$ cat src/sv/rit_ram.sv
module rit_ram #(
  parameter int WIDTH = 8,
  parameter int DEPTH = 32
) (
  input  logic                     clk_i,
  input  logic                     we_i,
  input  logic [$clog2(DEPTH)-1:0] waddr_i,
  input  logic [WIDTH-1:0]         wdata_i,
  input  logic [$clog2(DEPTH)-1:0] raddr_i,
  output logic [WIDTH-1:0]         rdata_o
);

  logic [WIDTH-1:0] mem_q [DEPTH];

  always_ff @(posedge clk_i) begin
    if (we_i) begin
      mem_q[waddr_i] <= wdata_i;
    end
    rdata_o <= mem_q[raddr_i];
  end

endmodule

$ cat config.mk
export PLATFORM = sky130hd
export DESIGN_NAME = rit_ram
export DESIGN_NICKNAME = d
export VERILOG_FILES = /design/src/sv/rit_ram.sv
export SDC_FILE = /design/constraint.sdc
export NUM_CORES = 1
export LEC_CHECK = 0
export ABC_AREA = 0
export BUFFER_PORTS_ARGS = -buffer_cell sky130_fd_sc_hd__buf_2
export CORE_MARGIN = 2
export CORE_UTILIZATION = 64
export CTS_BUF_LIST = sky130_fd_sc_hd__clkbuf_2 sky130_fd_sc_hd__clkbuf_4 sky130_fd_sc_hd__clkbuf_8
export DETAILED_ROUTE_END_ITERATION = 10
export GPL_TIMING_DRIVEN = 0
export PLACE_DENSITY_LB_ADDON = 0.1
export SYNTH_ARGS = -nofsm -noshare
export SYNTH_HDL_FRONTEND = slang
export SYNTH_SLANG_ARGS = --single-unit
$ cat constraint.sdc
create_clock -name clk_i -period 3 [get_ports clk_i]
set_input_delay 0.6 -clock clk_i [delete_from_list [all_inputs] [get_ports clk_i]]
set_output_delay 0.6 -clock clk_i [all_outputs]
set_load 0.05 [all_outputs]
### Word-level counts from Yosys, hierarchy flattened

Memory sizes are Yosys's and may differ from the RTL's. A register that Yosys moved wholly into a read port is not among the register bits.
Cells that the tools add are included.

* multiplexer cells: 2

Operators with widths (number)
* 1-bit 2-to-1 mux: 2

* logic and storage cells: 3
* memory bits (writable): 256
* register bits after elaboration: 0
* output and inout port bits: 8
* memories kept: 1

Memories
* mem_q: depth 32, bits a word 8, rd ports 1, clocked after Yosys merged registers in 1, wr ports 1, line 13 `logic [WIDTH-1:0] mem_q [DEPTH];`

### Logic depth before layout (Yosys ltp)

Gate-level depths: netlist of the first run.

* depth after elaboration: 2
* mapped depth: 5
* gate-level depth less buffers: 3

### Worst setup path before layout of the first run

No wires, ideal clock.

* path type: input-to-reg
* start: in raddr_i[2]
* end: reg rdata_o[0], read port of mem_q
* arrival: 2282 ps
* setup slack: 598 ps
* library setup time: 121 ps
* cell stages on the path: 5
* cells stage by stage: clkbuf_1 -> clkbuf_1 -> mux4_2 -> mux4_2 -> mux2_2

RTL lines
* from (decl): line 9 `input logic [$clog2(DEPTH)-1:0] raddr_i,`
* to (decl): line 10 `output logic [WIDTH-1:0] rdata_o`

==> results of run 1 <==
## placed cells by master, fill, tap and decap left out, types with 8 or more instances in the layout
cell	n
buf_2	23
nor2_1	33
clkbuf_4	15
mux2_2	8
clkbuf_8	43
edfxtp_1	256
clkinv_1	9
dfxtp_1	8
mux4_2	80
## kinds of logic (layout without fill, tap and decap cells)
family,count (synthesis),count (layout),synth area share (%)
and+or+nand+nor,45,45,2.066
DFF,264,264,78.06
muxes,88,88,18.82
buffers and inverters,20,111,1.058
## per-stage QoR
| step | util, % | hold slack [ns] |
|---|---|---|
| 6_report | 73.57 | 0.6065 |
| 2_1_floorplan | - | 0.6989 |
| 3_5_place_dp | 68.34 | 0.9050 |
| 5_1_grt | 73.57 | 0.6098 |
| 4_1_cts | 73.57 | 0.5675 |
| 3_3_place_gp | 68.34 | 0.9025 |
## critical path, delay by kind of cell
family | cells | cell delay [ns]
mux | 3 | 1.29
buf+inv | 2 | 1.04
## final cells by class
cell class	count	area [µm²]	share of cell area, %
tap	211	264.0	2.352
timing repair buffer	22	110.1	0.9808
clock inverter	11	93.84	0.8359
clock buffer	58	704.4	6.275
buffer	20	106.4	0.9474
multi-input combinational	133	2100	18.70
sequential	264	7848	69.91
## layer usage
layer / wire (µm) / track usage, % / vias up
met4: 386 / 8.120 / 0
met3: 1642 / 5.285 / 26
met2: 8715 / 35.57 / 201
met5: 0 / 0 / -
met1: 7922 / 37.10 / 2354
li1: - / - / 1911
## power by group through the flow
stage	combinational, µW	clock [µW]	sequential [µW]
global route	456	3130	4120
global placement	425	0	4190
floorplan	219	0	4240
detailed placement	434	0	4190
CTS	435	2970	4110
finish	432	2910	4110
## state kept, by name, indices dropped and copies added, names as in the netlist
name	cells
mem_q	256
rdata_o	8
## how the worst max path moves through the flow
stage,startpoint,endpoint,slack (ns),cells past startpoint
after global routing,raddr_i[2],rdata_o[4]$_DFF_P_,0.39,5
after global placement,raddr_i[2],rdata_o[0]$_DFF_P_,-0.12,5
after detailed placement,raddr_i[2],rdata_o[4]$_DFF_P_,-0.14,5
after floorplan,raddr_i[2],rdata_o[0]$_DFF_P_,0.60,5
final,raddr_i[2],rdata_o[4]$_DFF_P_,0.45,5
after CTS,raddr_i[2],rdata_o[4]$_DFF_P_,0.42,5
==> flow_summary_export.csv, run 1 <==
group,metric,value,unit
drt,drc_errors,0,
die,ioPinCount,28,
cts,cts_resized,0,
run_status,status,"finished clean",
global_routing,grt_overflow,0,
power,ir_drop,0.4829,mV
power,p_clk_share,39.0,%
cts,clock_latency,0.52,ns
logic_synthesis,syn_nets,437,
final_layout,nNetsFinal,501,
cts,clkTransAtPathRegs,0.06,ns
cts,cts.sinks,264,
die,num_rows,45,
logic_synthesis,netlist_area,10050,µm²
cts,clockBufferDepth,3,
timing,worstMarginPinSlew,0.9451,ns
cts,cts_tree,"built",
logic_synthesis,syn_avg_cell_area,24.11,µm²
worst_setup_path,timing.rr.start,"mem_q[20][4]$_DFFE_PP_",
logic_synthesis,netlist_instances,417,
worst_setup_path,cp_slowest_stage_delay,0.60,ns
final_layout,fillCellCount,874,
placement,hpwlAfterDp,12.00,mm
timing,fin_tns_setup,0,ns
final_layout,fin_area,11230,µm²
drt,ant_nets,0,
logic_synthesis,synth_edf_count,256,
global_routing,grt_first_pass_wirelength,27.90,mm
timing,final_max_slew_viol_count,0,
placement,place_ws,-0.1360,ns
run,cap_viol_max_count,0,
logic_synthesis,netlist-cell-type-count,15,
die,start_util,65.89,%
placement,routabilityCongestion,0.8015,
final_layout,drive_gt1_share,35.63,%
worst_setup_path,criticalPathCategory,"in -> reg",
logic_synthesis,synth_largest_area_cell,"edfxtp_1",
power,p_int,5938,µW
die,die_w,129.3,µm
placement,dpl.cell_count,650,
global_routing,track_usage,24.08,%
worst_setup_path,cpMostUsedCell,"mux4_2",
timing,fmax,392.9,MHz
worst_setup_path,crit_fanout,10,
drt,num_vias,4492,
timing,final_hold_viol_count,0,
logic_synthesis,synthTopCellsByArea,"edfxtp_1 (76%), mux4_2 (18%), dfxtp_1 (1.6%)",
worst_setup_path,crit_chain,"clkbuf_1 > buf_1 > mux4_2 > mux4_2 > mux2_2",
final_layout,num_antenna_cells,0,
power,p_comb_share,5.8,%
worst_setup_path,worstRegToRegCells,3,
logic_synthesis,yosys_warnings,0,
timing,setup-violations-final,0,
worst_setup_path,worst_setup_path_end_kind,"flip-flop",
worst_setup_path,cp_data_arrival_time,2.95,ns
timing,layout_setup_ws,0.4548,ns
die,die_y,129.3,µm
worst_setup_path,start_kind,"input pin",
power,p_leak,0.003527,µW
placement,placedInstanceArea,10430,µm²
power,power_switching_share,20.35,%
timing,period_share,84.84,%
global_routing,grt_max_degree,33,
worst_hold_path,min-delay-start,"wdata_i[5]",
timing,rsz0062_at_grt,"false",
cts,clockRootBuffer,"clkbuf_8",
power,netSwitchingPower,1517,µW
drt,routed_via_density,6.248,
logic_synthesis,async_reset_ff_share,0,%
drt,wl_per_cell,25.96,µm
logic_synthesis,synth_top_flop_cell,"edfxtp_1",
worst_setup_path,cp_slowest_cell,"buf_1",
final_layout,area_delta_synth_final,11.66,%
die,core_region_area,15260,µm²
drt,wirelength,18.67,mm
logic_synthesis,yosysSeqAreaShare,78.06,%
die,die_area,16730,µm²
placement,portBuffers,22,
drt,drt-initial-drc-count,518,
cts,htreeDepth,2,
logic_synthesis,ys_ff_latch,264,
timing,relSlewSlack,36.76,%
cts,ctsHoldBuffers,0,
cts,post_cts.repair.setup_buffers,0,
worst_setup_path,r2r_end,"rdata_o[4]$_DFF_P_",
worst_hold_path,hold_class,"in -> reg",
logic_synthesis,yosys-top-cells-count,"edfxtp_1 (256), mux4_2 (80), nor2_1 (33), dfxtp_1 (8), mux2_2 (8)",
worst_hold_path,hold_depth,1,
final_layout,fin_cells,719,
logic_synthesis,yosysMostFrequentCell,"edfxtp_1",
power,p_seq_share,55.2,%
logic_synthesis,synth_top_area_share,76.47,%
cts,cts_buffers,40,
worst_setup_path,cp.required,3.40,ns
power,p_per_area,664.1,nW/µm²
timing,final_period_minus_worst_setup_slack,2.545,ns
timing,skew,0.007296,ns
worst_setup_path,r2r_slack,1.17,ns
global_routing,antenna_found_initial,0,
drt,dr.pass1.iters,5,
worst_hold_path,min_to,"mem_q[29][5]$_DFFE_PP_",
global_routing,first_global_vias,4632,
power,finalPower,7455,µW
(Power assumes the default switching activity.)
==> run 2, diff against run 1 <==
--- a/config.mk
+++ b/config.mk
@@ -5,7 +5,7 @@
 export SDC_FILE = /design/constraint.sdc
 export NUM_CORES = 1
 export LEC_CHECK = 0
-export ABC_AREA = 0
+export ABC_AREA = 1
 export BUFFER_PORTS_ARGS = -buffer_cell sky130_fd_sc_hd__buf_2
 export CORE_MARGIN = 2
 export CORE_UTILIZATION = 64
==> constraint.sdc (replaced) <==
create_clock -name clk_i -period 2.5 [get_ports clk_i]
set_input_delay 0.5 -clock clk_i [delete_from_list [all_inputs] [get_ports clk_i]]
set_output_delay 0.5 -clock clk_i [all_outputs]
set_load 0.05 [all_outputs]
==> run 2 against run 1 <==
Effect of this change:
- hold slack lost 0.23 ns
- wire length rose by 38%
- power grew 21%
- critical path depth shrank 1
- first-iteration DRC count up 98%
- setup slack gained 0.32 ns
- sequential cell count stayed put
- largest cell class unchanged
- highest routed layer unchanged
==> flow_summary_export.csv, run 2 <==
group,metric,value,unit
run_status,status,"finished clean",
logic_synthesis,yosysSeqAreaShare,72.75,%
final_layout,fin_cells,1235,
global_routing,grt_overflow,0,
logic_synthesis,synth_largest_area_cell,"edfxtp_1",
logic_synthesis,syn_avg_cell_area,11.70,µm²
global_routing,antenna_found_initial,0,
placement,routabilityCongestion,0.9939,
die,die_area,17910,µm²
cts,htreeDepth,2,
logic_synthesis,syn_nets,942,
placement,hpwlAfterDp,16.67,mm
cts,post_cts.repair.setup_buffers,0,
timing,fin_tns_setup,0,ns
timing,worstMarginPinSlew,0.8889,ns
global_routing,grt_first_pass_wirelength,38.72,mm
timing,period_share,69.12,%
placement,place_ws,0.2581,ns
logic_synthesis,synth_top_flop_cell,"edfxtp_1",
worst_setup_path,cp_slowest_cell,"nor2_1",
cts,clockBufferDepth,3,
final_layout,drive_gt1_share,12.91,%
logic_synthesis,netlist_area,10790,µm²
global_routing,grt_max_degree,33,
timing,final_hold_viol_count,0,
cts,ctsHoldBuffers,0,
final_layout,final_cell_mix,"nand2_1 (360), edfxtp_1 (256), nand3_1 (204), clkbuf_8 (43), buf_2 (39)",
timing,relSlewSlack,40.52,%
drt,num_vias,7237,
die,die_w,133.8,µm
final_layout,post-route-util,72.26,%
worst_setup_path,cp.required,2.66,ns
global_routing,track_usage,29.71,%
logic_synthesis,yosys-top-cells-count,"nand2_1 (360), edfxtp_1 (256), nand3_1 (204), nor2_1 (32), buf_6 (24)",
drt,ant_nets,0,
final_layout,largest_register_ffs,256,
final_layout,nNetsFinal,1009,
cts,cts.sinks,264,
worst_hold_path,hold_class,"in -> reg",
die,core_region_area,16520,µm²
logic_synthesis,netlist_instances,922,
timing,skew,0.01061,ns
die,ioPinCount,28,
die,num_rows,47,
cts,cts_buffers,41,
cts,clkTransAtPathRegs,0.06,ns
logic_synthesis,ys_ff_latch,264,
drt,drt-initial-drc-count,1028,
logic_synthesis,yosys_warnings,0,
worst_setup_path,crit_fanout,8,
worst_setup_path,worst_setup_path_end_kind,"flip-flop",
worst_setup_path,criticalPathCategory,"in -> reg",
worst_setup_path,start_kind,"input pin",
drt,wl_per_cell,20.89,µm
timing,final_period_minus_worst_setup_slack,1.728,ns
timing,final_max_slew_viol_count,0,
final_layout,reg_top3,"mem_q: 256 flops, rdata_o: 8 flops",
drt,drc_errors,0,
global_routing,first_global_vias,6645,
cts,cts_resized,0,
cts,cts_tree,"built",
worst_setup_path,cp_slowest_stage_delay,0.84,ns
timing,fmax,578.7,MHz
drt,wirelength,25.81,mm
final_layout,regMostFlops,"mem_q",
worst_setup_path,cp_data_arrival_time,1.89,ns
logic_synthesis,synth_edf_count,256,
final_layout,layout_commonest_cell,"nand2_1",
cts,clockRootBuffer,"clkbuf_8",
timing,layout_setup_ws,0.7720,ns
logic_synthesis,synth_top_area_share,71.27,%
power,finalPower,8998,µW
power,p_per_area,753.6,nW/µm²
final_layout,num_antenna_cells,0,
logic_synthesis,synthTopCellsByArea,"edfxtp_1 (71%), nand2_1 (13%), nand3_1 (9.5%)",
drt,routed_via_density,5.860,
placement,dpl.cell_count,1166,
logic_synthesis,async_reset_ff_share,0,%
power,ir_drop,0.5167,mV
placement,portBuffers,24,
drt,dr.pass1.iters,6,
power,p_leak,0.004504,µW
logic_synthesis,yosysMostFrequentCell,"nand2_1",
cts,clock_latency,0.54,ns
worst_setup_path,crit_chain,"buf_2 > inv_1 > nand3_1 > nor2_1",
final_layout,area_delta_synth_final,10.69,%
timing,rsz0062_at_grt,"false",
timing,setup-violations-final,0,
die,start_util,65.28,%
run,cap_viol_max_count,0,
die,die_y,133.8,µm
logic_synthesis,netlist-cell-type-count,12,
## run 2: cells by family after synthesis
kind of cell  after synthesis  synth area share (%)
buf+inv                    62                 4.141
flops                     264                 72.75
simple gates              596                 23.11
## run 2: area by class of cell
| class | count | area, µm² |
|---|---|---|
| Timing Repair Buffer | 24 | 120.1 |
| Inverter | 10 | 37.54 |
| Clock buffer | 60 | 719.4 |
| Sequential cell | 264 | 7848 |
| Multi-Input combinational cell | 596 | 2492 |
| Clock inverter | 9 | 38.79 |
| Fill cell | 1136 | 4584 |
| Tap cell | 220 | 275.3 |
| Buffer | 52 | 409.1 |
## run 2: critical path: cells and delay by family
kind / cells / cell delay [ns]
simple gates: 2 / 1.21
buf+inv: 2 / 0.17
## run 2: path summary, 6_finish.rpt
| kind | startpoint | end | slack (ns) | cells after the start |
|---|---|---|---|---|
| max reg2reg | mem_q[5][1]$_DFFE_PP_ | rdata_o[1]$_DFF_P_ | 1.27 | 8 |
| max | waddr_i[0] | mem_q[2][6]$_DFFE_PP_ | 0.77 | 4 |
| min | raddr_i[3] | rdata_o[3]$_DFF_P_ | 0.38 | 5 |
| min reg2reg | mem_q[25][3]$_DFFE_PP_ | rdata_o[3]$_DFF_P_ | 0.80 | 8 |
## run 2: metal layers
layer	up-vias	track usage [%]	share of wire, %
li1	3338	-	-
met1	3418	44.70	40
met2	443	44.64	46
met3	38	6.085	11
met4	0	9.279	1.9
met5	-	0	0
## run 2: report_power, final
group	internal [µW]	switching, µW
registers	4920	13.8
clock network	1830	1540
logic	181	513
## run 2: metrics by stage
step	hold WS, ns	area (µm²)
floorplan	0.5989	10790
global placement	0.7744	11180
detailed placement	0.7845	11180
CTS	0.3576	11940
global route	0.3929	11940
finish	0.3802	11940
